## src/design/lmcf_pkg.sv

```systemverilog
// ----------------------------------------------------------------------------
// lmcf_pkg
// Shared types, codes and font table of the LED matrix clock frame generator.
// ----------------------------------------------------------------------------
package lmcf_pkg;

    localparam logic [2:0] CMD_INIT   = 3'd0;
    localparam logic [2:0] CMD_BRIGHT = 3'd1;
    localparam logic [2:0] CMD_CLEAR  = 3'd2;
    localparam logic [2:0] CMD_TIME   = 3'd3;
    localparam logic [2:0] CMD_ZEROS  = 3'd4;
    localparam logic [2:0] CMD_PIXEL  = 3'd5;

    localparam logic [2:0] OP_INIT   = 3'd0;
    localparam logic [2:0] OP_BRIGHT = 3'd1;
    localparam logic [2:0] OP_CLEAR  = 3'd2;
    localparam logic [2:0] OP_DIGITS = 3'd3;
    localparam logic [2:0] OP_PIXEL  = 3'd4;

    localparam logic [3:0] GLYPH_COLON = 4'd10;

    localparam logic [3:0] ADDR_DECODE    = 4'h9;
    localparam logic [3:0] ADDR_INTENSITY = 4'hA;
    localparam logic [3:0] ADDR_SCAN      = 4'hB;
    localparam logic [3:0] ADDR_SHUTDOWN  = 4'hC;
    localparam logic [3:0] ADDR_TEST      = 4'hF;

    localparam logic [7:0] MAX_LEVEL = 8'd15;
    localparam logic [6:0] MAX_VALUE = 7'd99;

    localparam int unsigned QUEUE_DEPTH = 2;
    localparam int unsigned QPTR_W      = $clog2(QUEUE_DEPTH);
    localparam int unsigned QCNT_W      = $clog2(QUEUE_DEPTH + 1);

    localparam int unsigned FONT_COLS = 5;
    localparam logic [2:0]  LAST_COL  = 3'(FONT_COLS - 1);
    localparam logic [2:0]  LAST_MAT  = 3'd4;
    localparam logic [4:0]  MAX_STEP  = 5'd24;

    typedef struct packed {
        logic [2:0]      op;
        logic [3:0]      level;
        logic [4:0][3:0] glyph;
        logic [2:0]      matrix;
        logic [3:0]      column;
        logic [7:0]      pixel;
    } cmd_desc_t;

    function automatic logic [7:0] glyph_byte(input logic [3:0] code, input logic [2:0] col);
        logic [7:0] b;
        b = 8'h00;
        case ({code, col})
            {4'd0, 3'd0}: b = 8'h3E; {4'd0, 3'd1}: b = 8'h41; {4'd0, 3'd2}: b = 8'h41;
            {4'd0, 3'd3}: b = 8'h41; {4'd0, 3'd4}: b = 8'h3E;
            {4'd1, 3'd0}: b = 8'h00; {4'd1, 3'd1}: b = 8'h42; {4'd1, 3'd2}: b = 8'h7F;
            {4'd1, 3'd3}: b = 8'h40; {4'd1, 3'd4}: b = 8'h00;
            {4'd2, 3'd0}: b = 8'h62; {4'd2, 3'd1}: b = 8'h51; {4'd2, 3'd2}: b = 8'h49;
            {4'd2, 3'd3}: b = 8'h49; {4'd2, 3'd4}: b = 8'h46;
            {4'd3, 3'd0}: b = 8'h22; {4'd3, 3'd1}: b = 8'h41; {4'd3, 3'd2}: b = 8'h49;
            {4'd3, 3'd3}: b = 8'h49; {4'd3, 3'd4}: b = 8'h36;
            {4'd4, 3'd0}: b = 8'h18; {4'd4, 3'd1}: b = 8'h14; {4'd4, 3'd2}: b = 8'h12;
            {4'd4, 3'd3}: b = 8'h7F; {4'd4, 3'd4}: b = 8'h10;
            {4'd5, 3'd0}: b = 8'h2F; {4'd5, 3'd1}: b = 8'h49; {4'd5, 3'd2}: b = 8'h49;
            {4'd5, 3'd3}: b = 8'h49; {4'd5, 3'd4}: b = 8'h31;
            {4'd6, 3'd0}: b = 8'h3E; {4'd6, 3'd1}: b = 8'h49; {4'd6, 3'd2}: b = 8'h49;
            {4'd6, 3'd3}: b = 8'h49; {4'd6, 3'd4}: b = 8'h32;
            {4'd7, 3'd0}: b = 8'h01; {4'd7, 3'd1}: b = 8'h71; {4'd7, 3'd2}: b = 8'h09;
            {4'd7, 3'd3}: b = 8'h05; {4'd7, 3'd4}: b = 8'h03;
            {4'd8, 3'd0}: b = 8'h36; {4'd8, 3'd1}: b = 8'h49; {4'd8, 3'd2}: b = 8'h49;
            {4'd8, 3'd3}: b = 8'h49; {4'd8, 3'd4}: b = 8'h36;
            {4'd9, 3'd0}: b = 8'h26; {4'd9, 3'd1}: b = 8'h49; {4'd9, 3'd2}: b = 8'h49;
            {4'd9, 3'd3}: b = 8'h49; {4'd9, 3'd4}: b = 8'h3E;
            {GLYPH_COLON, 3'd2}: b = 8'h14;
            default: b = 8'h00;
        endcase
        return b;
    endfunction

endpackage

```

## src/design/led_matrix_clock_frame_generator_top.sv

```systemverilog
// ----------------------------------------------------------------------------
// led_matrix_clock_frame_generator_top
// Turns display commands into register-write frames for a chain of LED
// matrix drivers.
// ----------------------------------------------------------------------------
// Input channel (in_valid / in_stall) carries one command item: cmd, hours,
// minutes, level, matrix, column, row. Unused command codes are taken and
// dropped without any frame.
// Output channel (out_valid / out_stall) carries one frame item per unstalled
// cycle: broadcast, target, reg_address, reg_data, with last set on the final
// frame of each command.
// The first frame of a command is held in the descriptor queue and then
// loaded into the output register. A command carries 1 (brightness),
// 5 (clear), 6 (test pixel), 10 (init) or 25 (display time or zeros) frames.
// The frame sequencer sets the rate: one frame per cycle unless stalled.
// A two-entry descriptor queue holds the command being streamed and lets one
// more command wait behind it, so commands are taken back to back.
// Reset clears the queue, the sequencer and the output valid; nothing else.
// When out_stall is high the current frame holds and the sequencer pauses;
// the input side stalls only once the queue is full.
// ----------------------------------------------------------------------------
module led_matrix_clock_frame_generator_top
    import lmcf_pkg::*;
(
    input  logic       clk,
    input  logic       rst_n,
    input  logic       in_valid,
    output logic       in_stall,
    input  logic [2:0] cmd,
    input  logic [6:0] hours,
    input  logic [6:0] minutes,
    input  logic [7:0] level,
    input  logic [2:0] matrix,
    input  logic [3:0] column,
    input  logic [3:0] row,
    output logic       out_valid,
    input  logic       out_stall,
    output logic       broadcast,
    output logic [2:0] target,
    output logic [3:0] reg_address,
    output logic [7:0] reg_data,
    output logic       last
);

    logic      accept;
    logic      push;
    logic      q_full;
    logic      head_valid;
    logic      pop;
    cmd_desc_t front_desc;
    cmd_desc_t head_desc;

    assign in_stall = q_full;
    assign accept   = in_valid && !q_full;

    lmcf_front u_front (
        .valid   (accept),
        .cmd     (cmd),
        .hours   (hours),
        .minutes (minutes),
        .level   (level),
        .matrix  (matrix),
        .column  (column),
        .row     (row),
        .push    (push),
        .desc    (front_desc)
    );

    lmcf_queue u_queue (
        .clk        (clk),
        .rst_n      (rst_n),
        .push       (push),
        .push_desc  (front_desc),
        .pop        (pop),
        .full       (q_full),
        .head_valid (head_valid),
        .head_desc  (head_desc)
    );

    lmcf_back u_back (
        .clk         (clk),
        .rst_n       (rst_n),
        .head_valid  (head_valid),
        .head_desc   (head_desc),
        .pop         (pop),
        .valid       (out_valid),
        .stall       (out_stall),
        .broadcast   (broadcast),
        .target      (target),
        .reg_address (reg_address),
        .reg_data    (reg_data),
        .last        (last)
    );

endmodule

```

## src/design/lmcf_front.sv

```systemverilog
// ----------------------------------------------------------------------------
// lmcf_front
// Decodes one command into a frame descriptor: digit split, clamps, pixel data.
// ----------------------------------------------------------------------------
module lmcf_front
    import lmcf_pkg::*;
(
    input  logic       valid,
    input  logic [2:0] cmd,
    input  logic [6:0] hours,
    input  logic [6:0] minutes,
    input  logic [7:0] level,
    input  logic [2:0] matrix,
    input  logic [3:0] column,
    input  logic [3:0] row,
    output logic       push,
    output cmd_desc_t  desc
);

    logic [6:0]  hrs_sat;
    logic [6:0]  min_sat;
    logic [14:0] hrs_prod;
    logic [14:0] min_prod;
    logic [3:0]  hrs_tens;
    logic [3:0]  min_tens;
    logic [3:0]  hrs_ones;
    logic [3:0]  min_ones;

    assign hrs_sat  = (hours > MAX_VALUE) ? MAX_VALUE : hours;
    assign min_sat  = (minutes > MAX_VALUE) ? MAX_VALUE : minutes;
    assign hrs_prod = 15'(hrs_sat) * 15'd205;
    assign min_prod = 15'(min_sat) * 15'd205;
    assign hrs_tens = hrs_prod[14:11];
    assign min_tens = min_prod[14:11];
    assign hrs_ones = 4'(hrs_sat - 7'(hrs_tens) * 7'd10);
    assign min_ones = 4'(min_sat - 7'(min_tens) * 7'd10);

    always_comb
    begin
        desc        = '0;
        push        = valid;
        desc.level  = (level > MAX_LEVEL) ? 4'(MAX_LEVEL) : level[3:0];
        desc.matrix = matrix;
        desc.column = column;
        desc.pixel  = (row != 4'd0 && row <= 4'd8) ? (8'd1 << (row - 4'd1)) : 8'd0;
        case (cmd)
            CMD_INIT:   desc.op = OP_INIT;
            CMD_BRIGHT: desc.op = OP_BRIGHT;
            CMD_CLEAR:  desc.op = OP_CLEAR;
            CMD_TIME:
            begin
                desc.op    = OP_DIGITS;
                desc.glyph = {min_ones, min_tens, GLYPH_COLON, hrs_ones, hrs_tens};
            end
            CMD_ZEROS:
            begin
                desc.op    = OP_DIGITS;
                desc.glyph = '0;
            end
            CMD_PIXEL:  desc.op = OP_PIXEL;
            default:    push = 1'b0;
        endcase
    end

endmodule

```

## src/design/lmcf_queue.sv

```systemverilog
// ----------------------------------------------------------------------------
// lmcf_queue
// Short descriptor queue between the decode front and the frame sequencer.
// ----------------------------------------------------------------------------
module lmcf_queue
    import lmcf_pkg::*;
(
    input  logic      clk,
    input  logic      rst_n,
    input  logic      push,
    input  cmd_desc_t push_desc,
    input  logic      pop,
    output logic      full,
    output logic      head_valid,
    output cmd_desc_t head_desc
);

    cmd_desc_t         slot_reg [QUEUE_DEPTH];
    logic [QPTR_W-1:0] wr_ptr_reg;
    logic [QPTR_W-1:0] rd_ptr_reg;
    logic [QCNT_W-1:0] count_reg;
    logic [QCNT_W-1:0] count_next;

    assign full       = (count_reg == QCNT_W'(QUEUE_DEPTH));
    assign head_valid = (count_reg != '0);
    assign head_desc  = slot_reg[rd_ptr_reg];
    assign count_next = count_reg + QCNT_W'(push) - QCNT_W'(pop);

    always_ff @(posedge clk or negedge rst_n)
    begin
        if (!rst_n)
        begin
            wr_ptr_reg <= '0;
            rd_ptr_reg <= '0;
            count_reg  <= '0;
        end
        else
        begin
            if (push)
            begin
                wr_ptr_reg <= (wr_ptr_reg == QPTR_W'(QUEUE_DEPTH - 1)) ? '0 : wr_ptr_reg + 1'b1;
            end
            if (pop)
            begin
                rd_ptr_reg <= (rd_ptr_reg == QPTR_W'(QUEUE_DEPTH - 1)) ? '0 : rd_ptr_reg + 1'b1;
            end
            count_reg <= count_next;
        end
    end

    always_ff @(posedge clk)
    begin
        if (push)
        begin
            slot_reg[wr_ptr_reg] <= push_desc;
        end
    end

endmodule

```

## src/design/lmcf_back.sv

```systemverilog
// ----------------------------------------------------------------------------
// lmcf_back
// Frame sequencer: walks one descriptor, one frame per cycle unless stalled,
// into an output register.
// ----------------------------------------------------------------------------
module lmcf_back
    import lmcf_pkg::*;
(
    input  logic       clk,
    input  logic       rst_n,
    input  logic       head_valid,
    input  cmd_desc_t  head_desc,
    output logic       pop,
    output logic       valid,
    input  logic       stall,
    output logic       broadcast,
    output logic [2:0] target,
    output logic [3:0] reg_address,
    output logic [7:0] reg_data,
    output logic       last
);

    logic       valid_reg;
    logic       broadcast_reg;
    logic [2:0] target_reg;
    logic [3:0] address_reg;
    logic [7:0] data_reg;
    logic       last_reg;
    logic [4:0] step_reg;
    logic [4:0] step_next;
    logic [2:0] col_reg;
    logic [2:0] col_next;
    logic [2:0] mat_reg;
    logic [2:0] mat_next;

    logic       adv;
    logic       f_bc;
    logic [2:0] f_target;
    logic [3:0] f_addr;
    logic [7:0] f_data;
    logic       f_last;
    logic [3:0] clear_addr;

    assign adv        = head_valid && (!valid_reg || !stall);
    assign pop        = adv && f_last;
    assign clear_addr = step_reg[3:0] + 4'd1;

    always_comb
    begin
        f_bc     = 1'b1;
        f_target = 3'd0;
        f_addr   = clear_addr;
        f_data   = 8'h00;
        f_last   = 1'b0;
        case (head_desc.op)
            OP_INIT:
            begin
                f_last = (step_reg == 5'd9);
                case (step_reg)
                    5'd0:    f_addr = ADDR_DECODE;
                    5'd1:
                    begin
                        f_addr = ADDR_SCAN;
                        f_data = 8'h04;
                    end
                    5'd2:
                    begin
                        f_addr = ADDR_SHUTDOWN;
                        f_data = 8'h01;
                    end
                    5'd3:    f_addr = ADDR_TEST;
                    5'd4:
                    begin
                        f_addr = ADDR_INTENSITY;
                        f_data = 8'h02;
                    end
                    default: f_addr = step_reg[3:0] - 4'd4;
                endcase
            end
            OP_BRIGHT:
            begin
                f_addr = ADDR_INTENSITY;
                f_data = {4'd0, head_desc.level};
                f_last = 1'b1;
            end
            OP_CLEAR:
            begin
                f_last = (step_reg == 5'd4);
            end
            OP_DIGITS:
            begin
                f_bc     = 1'b0;
                f_target = mat_reg;
                f_addr   = {1'b0, col_reg} + 4'd1;
                f_data   = glyph_byte(head_desc.glyph[mat_reg], col_reg);
                f_last   = (col_reg == LAST_COL) && (mat_reg == LAST_MAT);
            end
            OP_PIXEL:
            begin
                if (step_reg == 5'd5)
                begin
                    f_bc     = 1'b0;
                    f_target = head_desc.matrix;
                    f_addr   = head_desc.column;
                    f_data   = head_desc.pixel;
                    f_last   = 1'b1;
                end
            end
            default:
            begin
                f_last = 1'b1;
            end
        endcase
    end

    always_comb
    begin
        step_next = step_reg;
        col_next  = col_reg;
        mat_next  = mat_reg;
        if (adv)
        begin
            if (f_last)
            begin
                step_next = '0;
                col_next  = '0;
                mat_next  = '0;
            end
            else
            begin
                step_next = step_reg + 5'd1;
                if (mat_reg == LAST_MAT)
                begin
                    mat_next = '0;
                    col_next = col_reg + 3'd1;
                end
                else
                begin
                    mat_next = mat_reg + 3'd1;
                end
            end
        end
    end

    always_ff @(posedge clk or negedge rst_n)
    begin
        if (!rst_n)
        begin
            valid_reg <= 1'b0;
            step_reg  <= '0;
            col_reg   <= '0;
            mat_reg   <= '0;
        end
        else
        begin
            step_reg <= step_next;
            col_reg  <= col_next;
            mat_reg  <= mat_next;
            if (adv)
            begin
                valid_reg <= 1'b1;
            end
            else if (!stall)
            begin
                valid_reg <= 1'b0;
            end
        end
    end

    always_ff @(posedge clk)
    begin
        if (adv)
        begin
            broadcast_reg <= f_bc;
            target_reg    <= f_target;
            address_reg   <= f_addr;
            data_reg      <= f_data;
            last_reg      <= f_last;
        end
    end

    assign valid       = valid_reg;
    assign broadcast   = broadcast_reg;
    assign target      = target_reg;
    assign reg_address = address_reg;
    assign reg_data    = data_reg;
    assign last        = last_reg;

`ifndef SYNTHESIS
    a_step_bound: assert property (@(posedge clk) disable iff (!rst_n)
        step_reg <= MAX_STEP)
        else $error("frame step out of range");

    a_last_rewinds: assert property (@(posedge clk) disable iff (!rst_n)
        (adv && f_last) |=> (step_reg == 5'd0 && col_reg == 3'd0 && mat_reg == 3'd0))
        else $error("sequencer did not rewind after final frame");

    a_pop_on_load: assert property (@(posedge clk) disable iff (!rst_n)
        pop |=> (valid_reg && last_reg))
        else $error("descriptor released without final frame loaded");
`endif

endmodule
```

## config.mk

```make
export PLATFORM = sky130hd
export DESIGN_NAME = led_matrix_clock_frame_generator_top
export DESIGN_NICKNAME = d
export VERILOG_FILES = /design/src/design/lmcf_pkg.sv /design/src/design/led_matrix_clock_frame_generator_top.sv /design/src/design/lmcf_front.sv /design/src/design/lmcf_queue.sv /design/src/design/lmcf_back.sv
export SDC_FILE = /design/constraint.sdc
export NUM_CORES = 1
export LEC_CHECK = 0
export BUFFER_PORTS_ARGS = -buffer_cell sky130_fd_sc_hd__clkbuf_2
export CAP_MARGIN = 25
export CORE_MARGIN = 4
export CORE_UTILIZATION = 35
export DETAILED_ROUTE_END_ITERATION = 12
export GPL_ROUTABILITY_DRIVEN = 0
export PLACE_DENSITY = 0.47
export SLEW_MARGIN = 20
export SYNTH_ARGS = -nofsm -noshare
export SYNTH_HDL_FRONTEND = slang
export SYNTH_SLANG_ARGS = --single-unit
```

## constraint.sdc

```tcl
create_clock -name clk -period 4 [get_ports clk]
set_input_delay 0.4 -clock clk [delete_from_list [all_inputs] [get_ports clk]]
set_output_delay 0.4 -clock clk [all_outputs]
set_load 0.01 [all_outputs]
```

=== Word-level counts from Yosys, hierarchy flattened ===
Memory sizes are Yosys's and may differ from the RTL's.
Index checks and enable logic that the tools add are counted.

* Bits in registers: 33
* RAM bits: 84
* Bits in read-only memories: 896
* Bits of input ports: 40
* Word-level logic and storage cells: 106
* Memories: 2

{| class="wikitable"
|+ Memory list
! name !! depth !! width !! read ports !! clocked after Yosys merged registers in !! write ports !! line !! text
|-
| (name not given) || 128 || 7 || 1 || 0 || 0 || lmcf_pkg.sv:52 || <nowiki>case ({code, col})</nowiki>
|-
| u_queue.slot_reg || 2 || 42 || 1 || 0 || 1 || lmcf_queue.sv:18 || <nowiki>cmd_desc_t slot_reg [QUEUE_DEPTH];</nowiki>
|}

* Add/subtract/negate cells: 13
* $mul: 4
* $lt $le $gt $ge: 5
* Eq/ne operators: 19
* Shifts and indexed selects: 1
* Multiplexer cells: 32
* Reduce and logical (&&, ||, !) cells: 18

{| class="wikitable"
|+ Operators by type and width
! operator !! number
|-
| one-hot mux 8 bit (4 select lines) || 1
|-
| multiplier 7 x 8 -> 15 bit, second input constant || 2
|-
| 2-to-1 mux 20 bit || 1
|-
| one-hot mux 4 bit (5 select lines) || 1
|-
| 2-to-1 mux 8 bit || 2
|-
| one-hot mux 4 bit (4 select lines) || 1
|-
| equality test 3 bit, second input constant || 5
|-
| 2-to-1 mux 3 bit || 5
|-
| > comparator 7 bit, second input constant || 2
|-
| 2-to-1 mux 7 bit || 2
|-
| binary-select mux 4 bit (select 3 bit) || 1
|-
| equality test 3 x 2 -> 1 bit, second input constant || 4
|-
| 2-to-1 mux 4 bit || 3
|-
| one-hot mux 3 bit (4 select lines) || 1
|-
| equality test 5 x 2 -> 1 bit, second input constant || 2
|-
| equality test 5 x 3 -> 1 bit, second input constant || 2
|-
| 2-to-1 mux 1 bit || 9
|-
| one-hot mux 3 bit (3 select lines) || 1
|-
| > comparator 8 x 4 -> 1 bit, second input constant || 1
|-
| multiplier 4 x 3 -> 3 bit, second input constant || 2
|-
| << shifter 1 x 4 -> 8 bit, first input constant || 1
|-
| subtractor 4 bit || 2
|-
| adder 3 x 1 -> 3 bit, second input constant || 2
|-
| equality test 3 x 1 -> 1 bit, second input constant || 2
|-
| other kinds (28) || 37
|}

=== Logic depth before layout (Yosys ltp) ===
* Depth in word-level cells: 6
* Gate-level depth with buffers: 21
* Gate-level depth less buffers: 21

=== By module ===
Synthesis repeated with hierarchy kept, for this count alone.

* Cell total of the unflattened synthesis: 704
* Area, all modules: 8,252.9 um2

{| class="wikitable"
|+ By module, submodules not included
! module !! instances !! cells an instance !! area each (um2) !! sequential area each (um2)
|-
| lmcf_queue || 1 || 146 || 3,432.0 || 2,622.5
|-
| lmcf_back || 1 || 286 || 2,537.4 || 810.8
|-
| lmcf_front || 1 || 271 || 2,269.7 || 0.0
|-
| led_matrix_clock_frame_generator_top || 1 || 1 || 13.8 || 0.0
|}

=== Worst setup path before layout ===
Ideal clock, no wire load.

* Kind: in2reg
* From: input port hours[5]
* To: memory u_queue.slot_reg[0][22] in the netlist's numbering (data pin)
* Arrival time: 4,547 ps
* Slack: -818 ps
* Stages on the path: 21
* Buffers on the path: 0
* Path through: nand2_1 and2_1 ha_1 inv_1 fa_1 inv_1 ha_1 inv_1 fa_1 inv_1 ha_1 o2111a_1 o21ai_0 o211a_1 xnor2_1 ha_1 fa_1 xnor2_1 xnor3_1 xnor3_1 nor2_1

{| class="wikitable"
|+ RTL lines
! item !! line !! text
|-
| start: declaration || led_matrix_clock_frame_generator_top.sv:30 || <nowiki>input logic [6:0] hours,</nowiki>
|-
| end: declaration || lmcf_queue.sv:18 ||
|}

==> flow_metrics.tcl <==
set metrics [dict create \
    drt_iter0_drc 277 \
    pwr-share-comb_pct 53.1 \
    synth_seq_cells 111 \
    synth_flop_cell "edfxtp_1" \
    ys_async_sr_fraction_pct 14.4 \
    ir_drop_mv 0.222 \
    p_per_area_mw_per_mm2 604 \
    layout_setup_ws_ns -0.597 \
    arrival_ns 4.79 \
    ioPinCount 59 \
    crit_family "adder cells" \
    viasPerCell 5.06 \
    cp_cell_sequence "clkbuf_2, nor3_2, nor2_1, or2_4, ha_4, inv_2, fa_2, inv_2, fa_1, ha_4, ha_4, o2111a_1, nand3_2, o211a_4, xnor2_2, ha_2, fa_2, xnor2_2, xnor3_1, xnor3_1, nor2_2" \
    dr.pass1.iters 4 \
    numPortBuffers 58 \
    switching_share_pct 38.7 \
    cp-start-kind "input pin" \
    final_util_pct 43.6 \
    crit_path_end_kind "flop" \
    die_w_um 154 \
    clkPwrFrac_pct 15.1 \
    path_max_fanout 3 \
    p_int_w 0.00339 \
    p_leak_nw 3.96 \
    worstHoldPathType "in2reg" \
    wl_mm 17.0 \
    violations "negative setup slack" \
    cts_buffer_depth 2 \
    diodes 0 \
    slew_headroom_pct 33.8 \
    maxCapViolCount 0 \
    antenna_found_initial 0 \
    grt_pass1_vias 5574 \
    track_usage_pct 14.5 \
    avgSynthCellArea_um2 11.5 \
    largest_register_ffs 78 \
    finalCriticalPeriod_ns 4.60 \
    finalSetupTns_ns -2.55 \
    setup_viol 8 \
    cts.sinks 111 \
    postRouteAntennaNets 0 \
    clock_skew_ns 0.0115 \
    place_hpwl_mm 13.1 \
    design_power_total_w 0.00554 \
    critical_path.most_common_cell "ha_4" \
    tightest_slew_ns 0.993 \
    fp.dieH_um 154 \
    wire_per_inst_um 16.2 \
    finalHoldViolations 0 \
    grt_start_max_net_pins 40 \
    cts_buffers 9 \
    rsz0062_at_grt "true" \
    crit_path_top_delay_cell "fa_1" \
    grt-ovfl-total 0 \
    core_mm2 0.0210 \
    cts_root_buf "clkbuf_16" \
    slowest_delay_ns 0.45 \
    start_util_pct 35.6 \
    max_freq_mhz 218 \
    grt_pass1_wl_mm 28.1 \
    status "finished, violations left" \
    drc 0 \
    rows 53 \
    syn-cell-area_mm2 0.00748 \
    syn-instance-count 652 \
    htreeDepth 3 \
    vias 5291 \
    nets 912 \
    finalMaxSlewViolations 0 \
    cp.buffers_inverters 3 \
    crit_type "in2reg" \
    fin_crit_sh_pct 115 \
    synth_cell_types 68 \
    synth_fp_nets 798 \
    tritoncts "yes" \
    clock_latency_ns 0.35 \
    p_seq_share_pct 31.9 \
    layout-drive-gt1-share_pct 28.5 \
    p_switching_w 0.00214 \
    synth-edff-count 95 \
    synthToLayoutAreaGrowth_pct 22.6 \
    cts.clk_slew.worst_paths_ns 0.08 \
    ys_seq_area_share_pct 43.5 \
    dieArea_mm2 0.0238 \
    yosys_warnings 0 \
    worstPathRequired_ns 4.19 \
]
==> cell usage after synthesis (all sizes together) (7+ instances only) <==
cell / n / share of area [%]
edfxtp: 95 / 38
ha: 88 / 15
inv: 75 / 3.8
nor2: 40 / 2.0
nand2: 34 / 1.7
mux2i: 30 / 4.1
o21ai: 23 / 1.5
fa: 18 / 4.8
dfrtp: 16 / 5.4
nor3: 16 / 1.1
and2: 15 / 1.3
a21oi: 14 / 0.94
clkbuf: 14 / 0.70
o211ai: 12 / 1.2
xnor2: 12 / 1.4
o22ai: 11 / 0.92
nand2b: 10 / 0.84
nand3: 9 / 0.60
buf: 8 / 0.77
xor2: 8 / 0.94
nor2b: 7 / 0.59
==> final timing paths <==
kind / startpoint / endpoint / slack, ns / depth (start not counted)
worst max register to register: u_queue.rd_ptr_reg$_DFFE_PN0P_ / u_back.reg_data[4]$_DFFE_PP_ / 0.69 / 7
max in group asynchronous: rst_n / u_queue.rd_ptr_reg$_DFFE_PN0P_ / 3.16 / 2
min in group asynchronous: rst_n / u_back.step_reg[0]$_DFFE_PN0P_ / 0.52 / 2
worst min register to register: u_queue.count_reg[0]$_DFF_PN0_ / u_back.valid$_DFFE_PN0P_ / 0.50 / 2
worst min-delay path: column[0] / u_queue.slot_reg[0][8]$_DFFE_PP_ / 0.24 / 1
worst max-delay path: minutes[4] / u_queue.slot_reg[1][34]$_DFFE_PP_ / -0.60 / 21
==> power groups by stage <==
stage          registers, W  logic [W]  clock network [W]
4_1_cts             0.00177    0.00283           0.000856
3_5_place_dp        0.00180    0.00267                  0
3_3_place_gp        0.00179    0.00264                  0
5_1_grt             0.00180    0.00327           0.000914
6_report            0.00176    0.00294           0.000835
2_1_floorplan       0.00175    0.00190                  0
==> worst register-to-register path, delay by kind of cell, from the launching register on <==
family | cells | cell delay (ns)
AO/OA/AOI/OAI | 3 | 1.17
buffers and inverters | 1 | 0.39
flip-flops | 1 | 0.66
multiplexers | 1 | 0.13
AND/OR/NAND/NOR | 2 | 0.70
==> kinds of logic after synthesis <==
family                     after synthesis  synth area share (%)
AOI/OAI and AO/OA                      118                  11.3
xor gates and xnor gates                24                  3.55
adders and majority gates              106                  19.5
buffers and inverters                   98                  5.29
DFF                                    111                  43.5
muxes                                   42                  6.78
and+or+nand+nor                        153                  10.1
==> routing by layer <==
| metal | vias to the layer above | global-route usage (%) | part of all wire (%) |
|---|---|---|---|
| li1 | 2596 | - | - |
| met1 | 2562 | 18.0 | 43 |
| met2 | 109 | 26.3 | 52 |
| met3 | 24 | 1.71 | 3.1 |
| met4 | 0 | 4.21 | 2.0 |
| met5 | - | 0 | 0 |
==> cell type report <==
| cell class | instances | area (um2) |
|---|---|---|
| clock inverters | 6 | 43.8 |
| flip-flops and latches | 111 | 3250 |
| repair buffers | 125 | 812 |
| well taps | 275 | 344 |
| multi-input cells | 443 | 4200 |
| clock buffers | 10 | 229 |
| fillers | 2003 | 11900 |
| inverters | 76 | 285 |
==> stage by stage <==
stage                     instances  hold WS, ns  instance area [um2]  setup slack [ns]
after floorplan                 652        0.104                 7570            -0.573
after global placement         1016        0.350                 8500            -0.896
after detailed placement       1016        0.359                 8500            -0.942
after CTS                      1046        0.231                 9010            -0.542
after global routing           1046        0.230                 9170            -0.746
final                          1046        0.240                 9170            -0.597
==> placed cells by master (no fill, tap or decap), types with 7 or more instances in the layout <==
cell type	count
inv_2	13
dfrtp_1	15
nand2b_1	10
nand2_1	32
mux2i_1	29
a21oi_1	14
xor2_1	8
ha_4	18
inv_1	62
nor2_1	37
ha_1	68
nand3_1	7
edfxtp_1	95
nor2b_1	7
clkbuf_16	9
o21ai_0	21
fa_1	14
clkbuf_2	56
nor3_1	14
and2_1	11
xnor2_1	8
buf_4	66
o22ai_1	11
o211ai_1	12
==> repair_timing <==
item                       CTS  global route
hold buffers                 1             0
gates resized for setup     16            27
pin swaps                   17            12
setup endpoints to repair    8            18
buffers inserted            13             7
hold endpoints to repair    16             0
No activity file was read; power rests on OpenSTA's default activity.
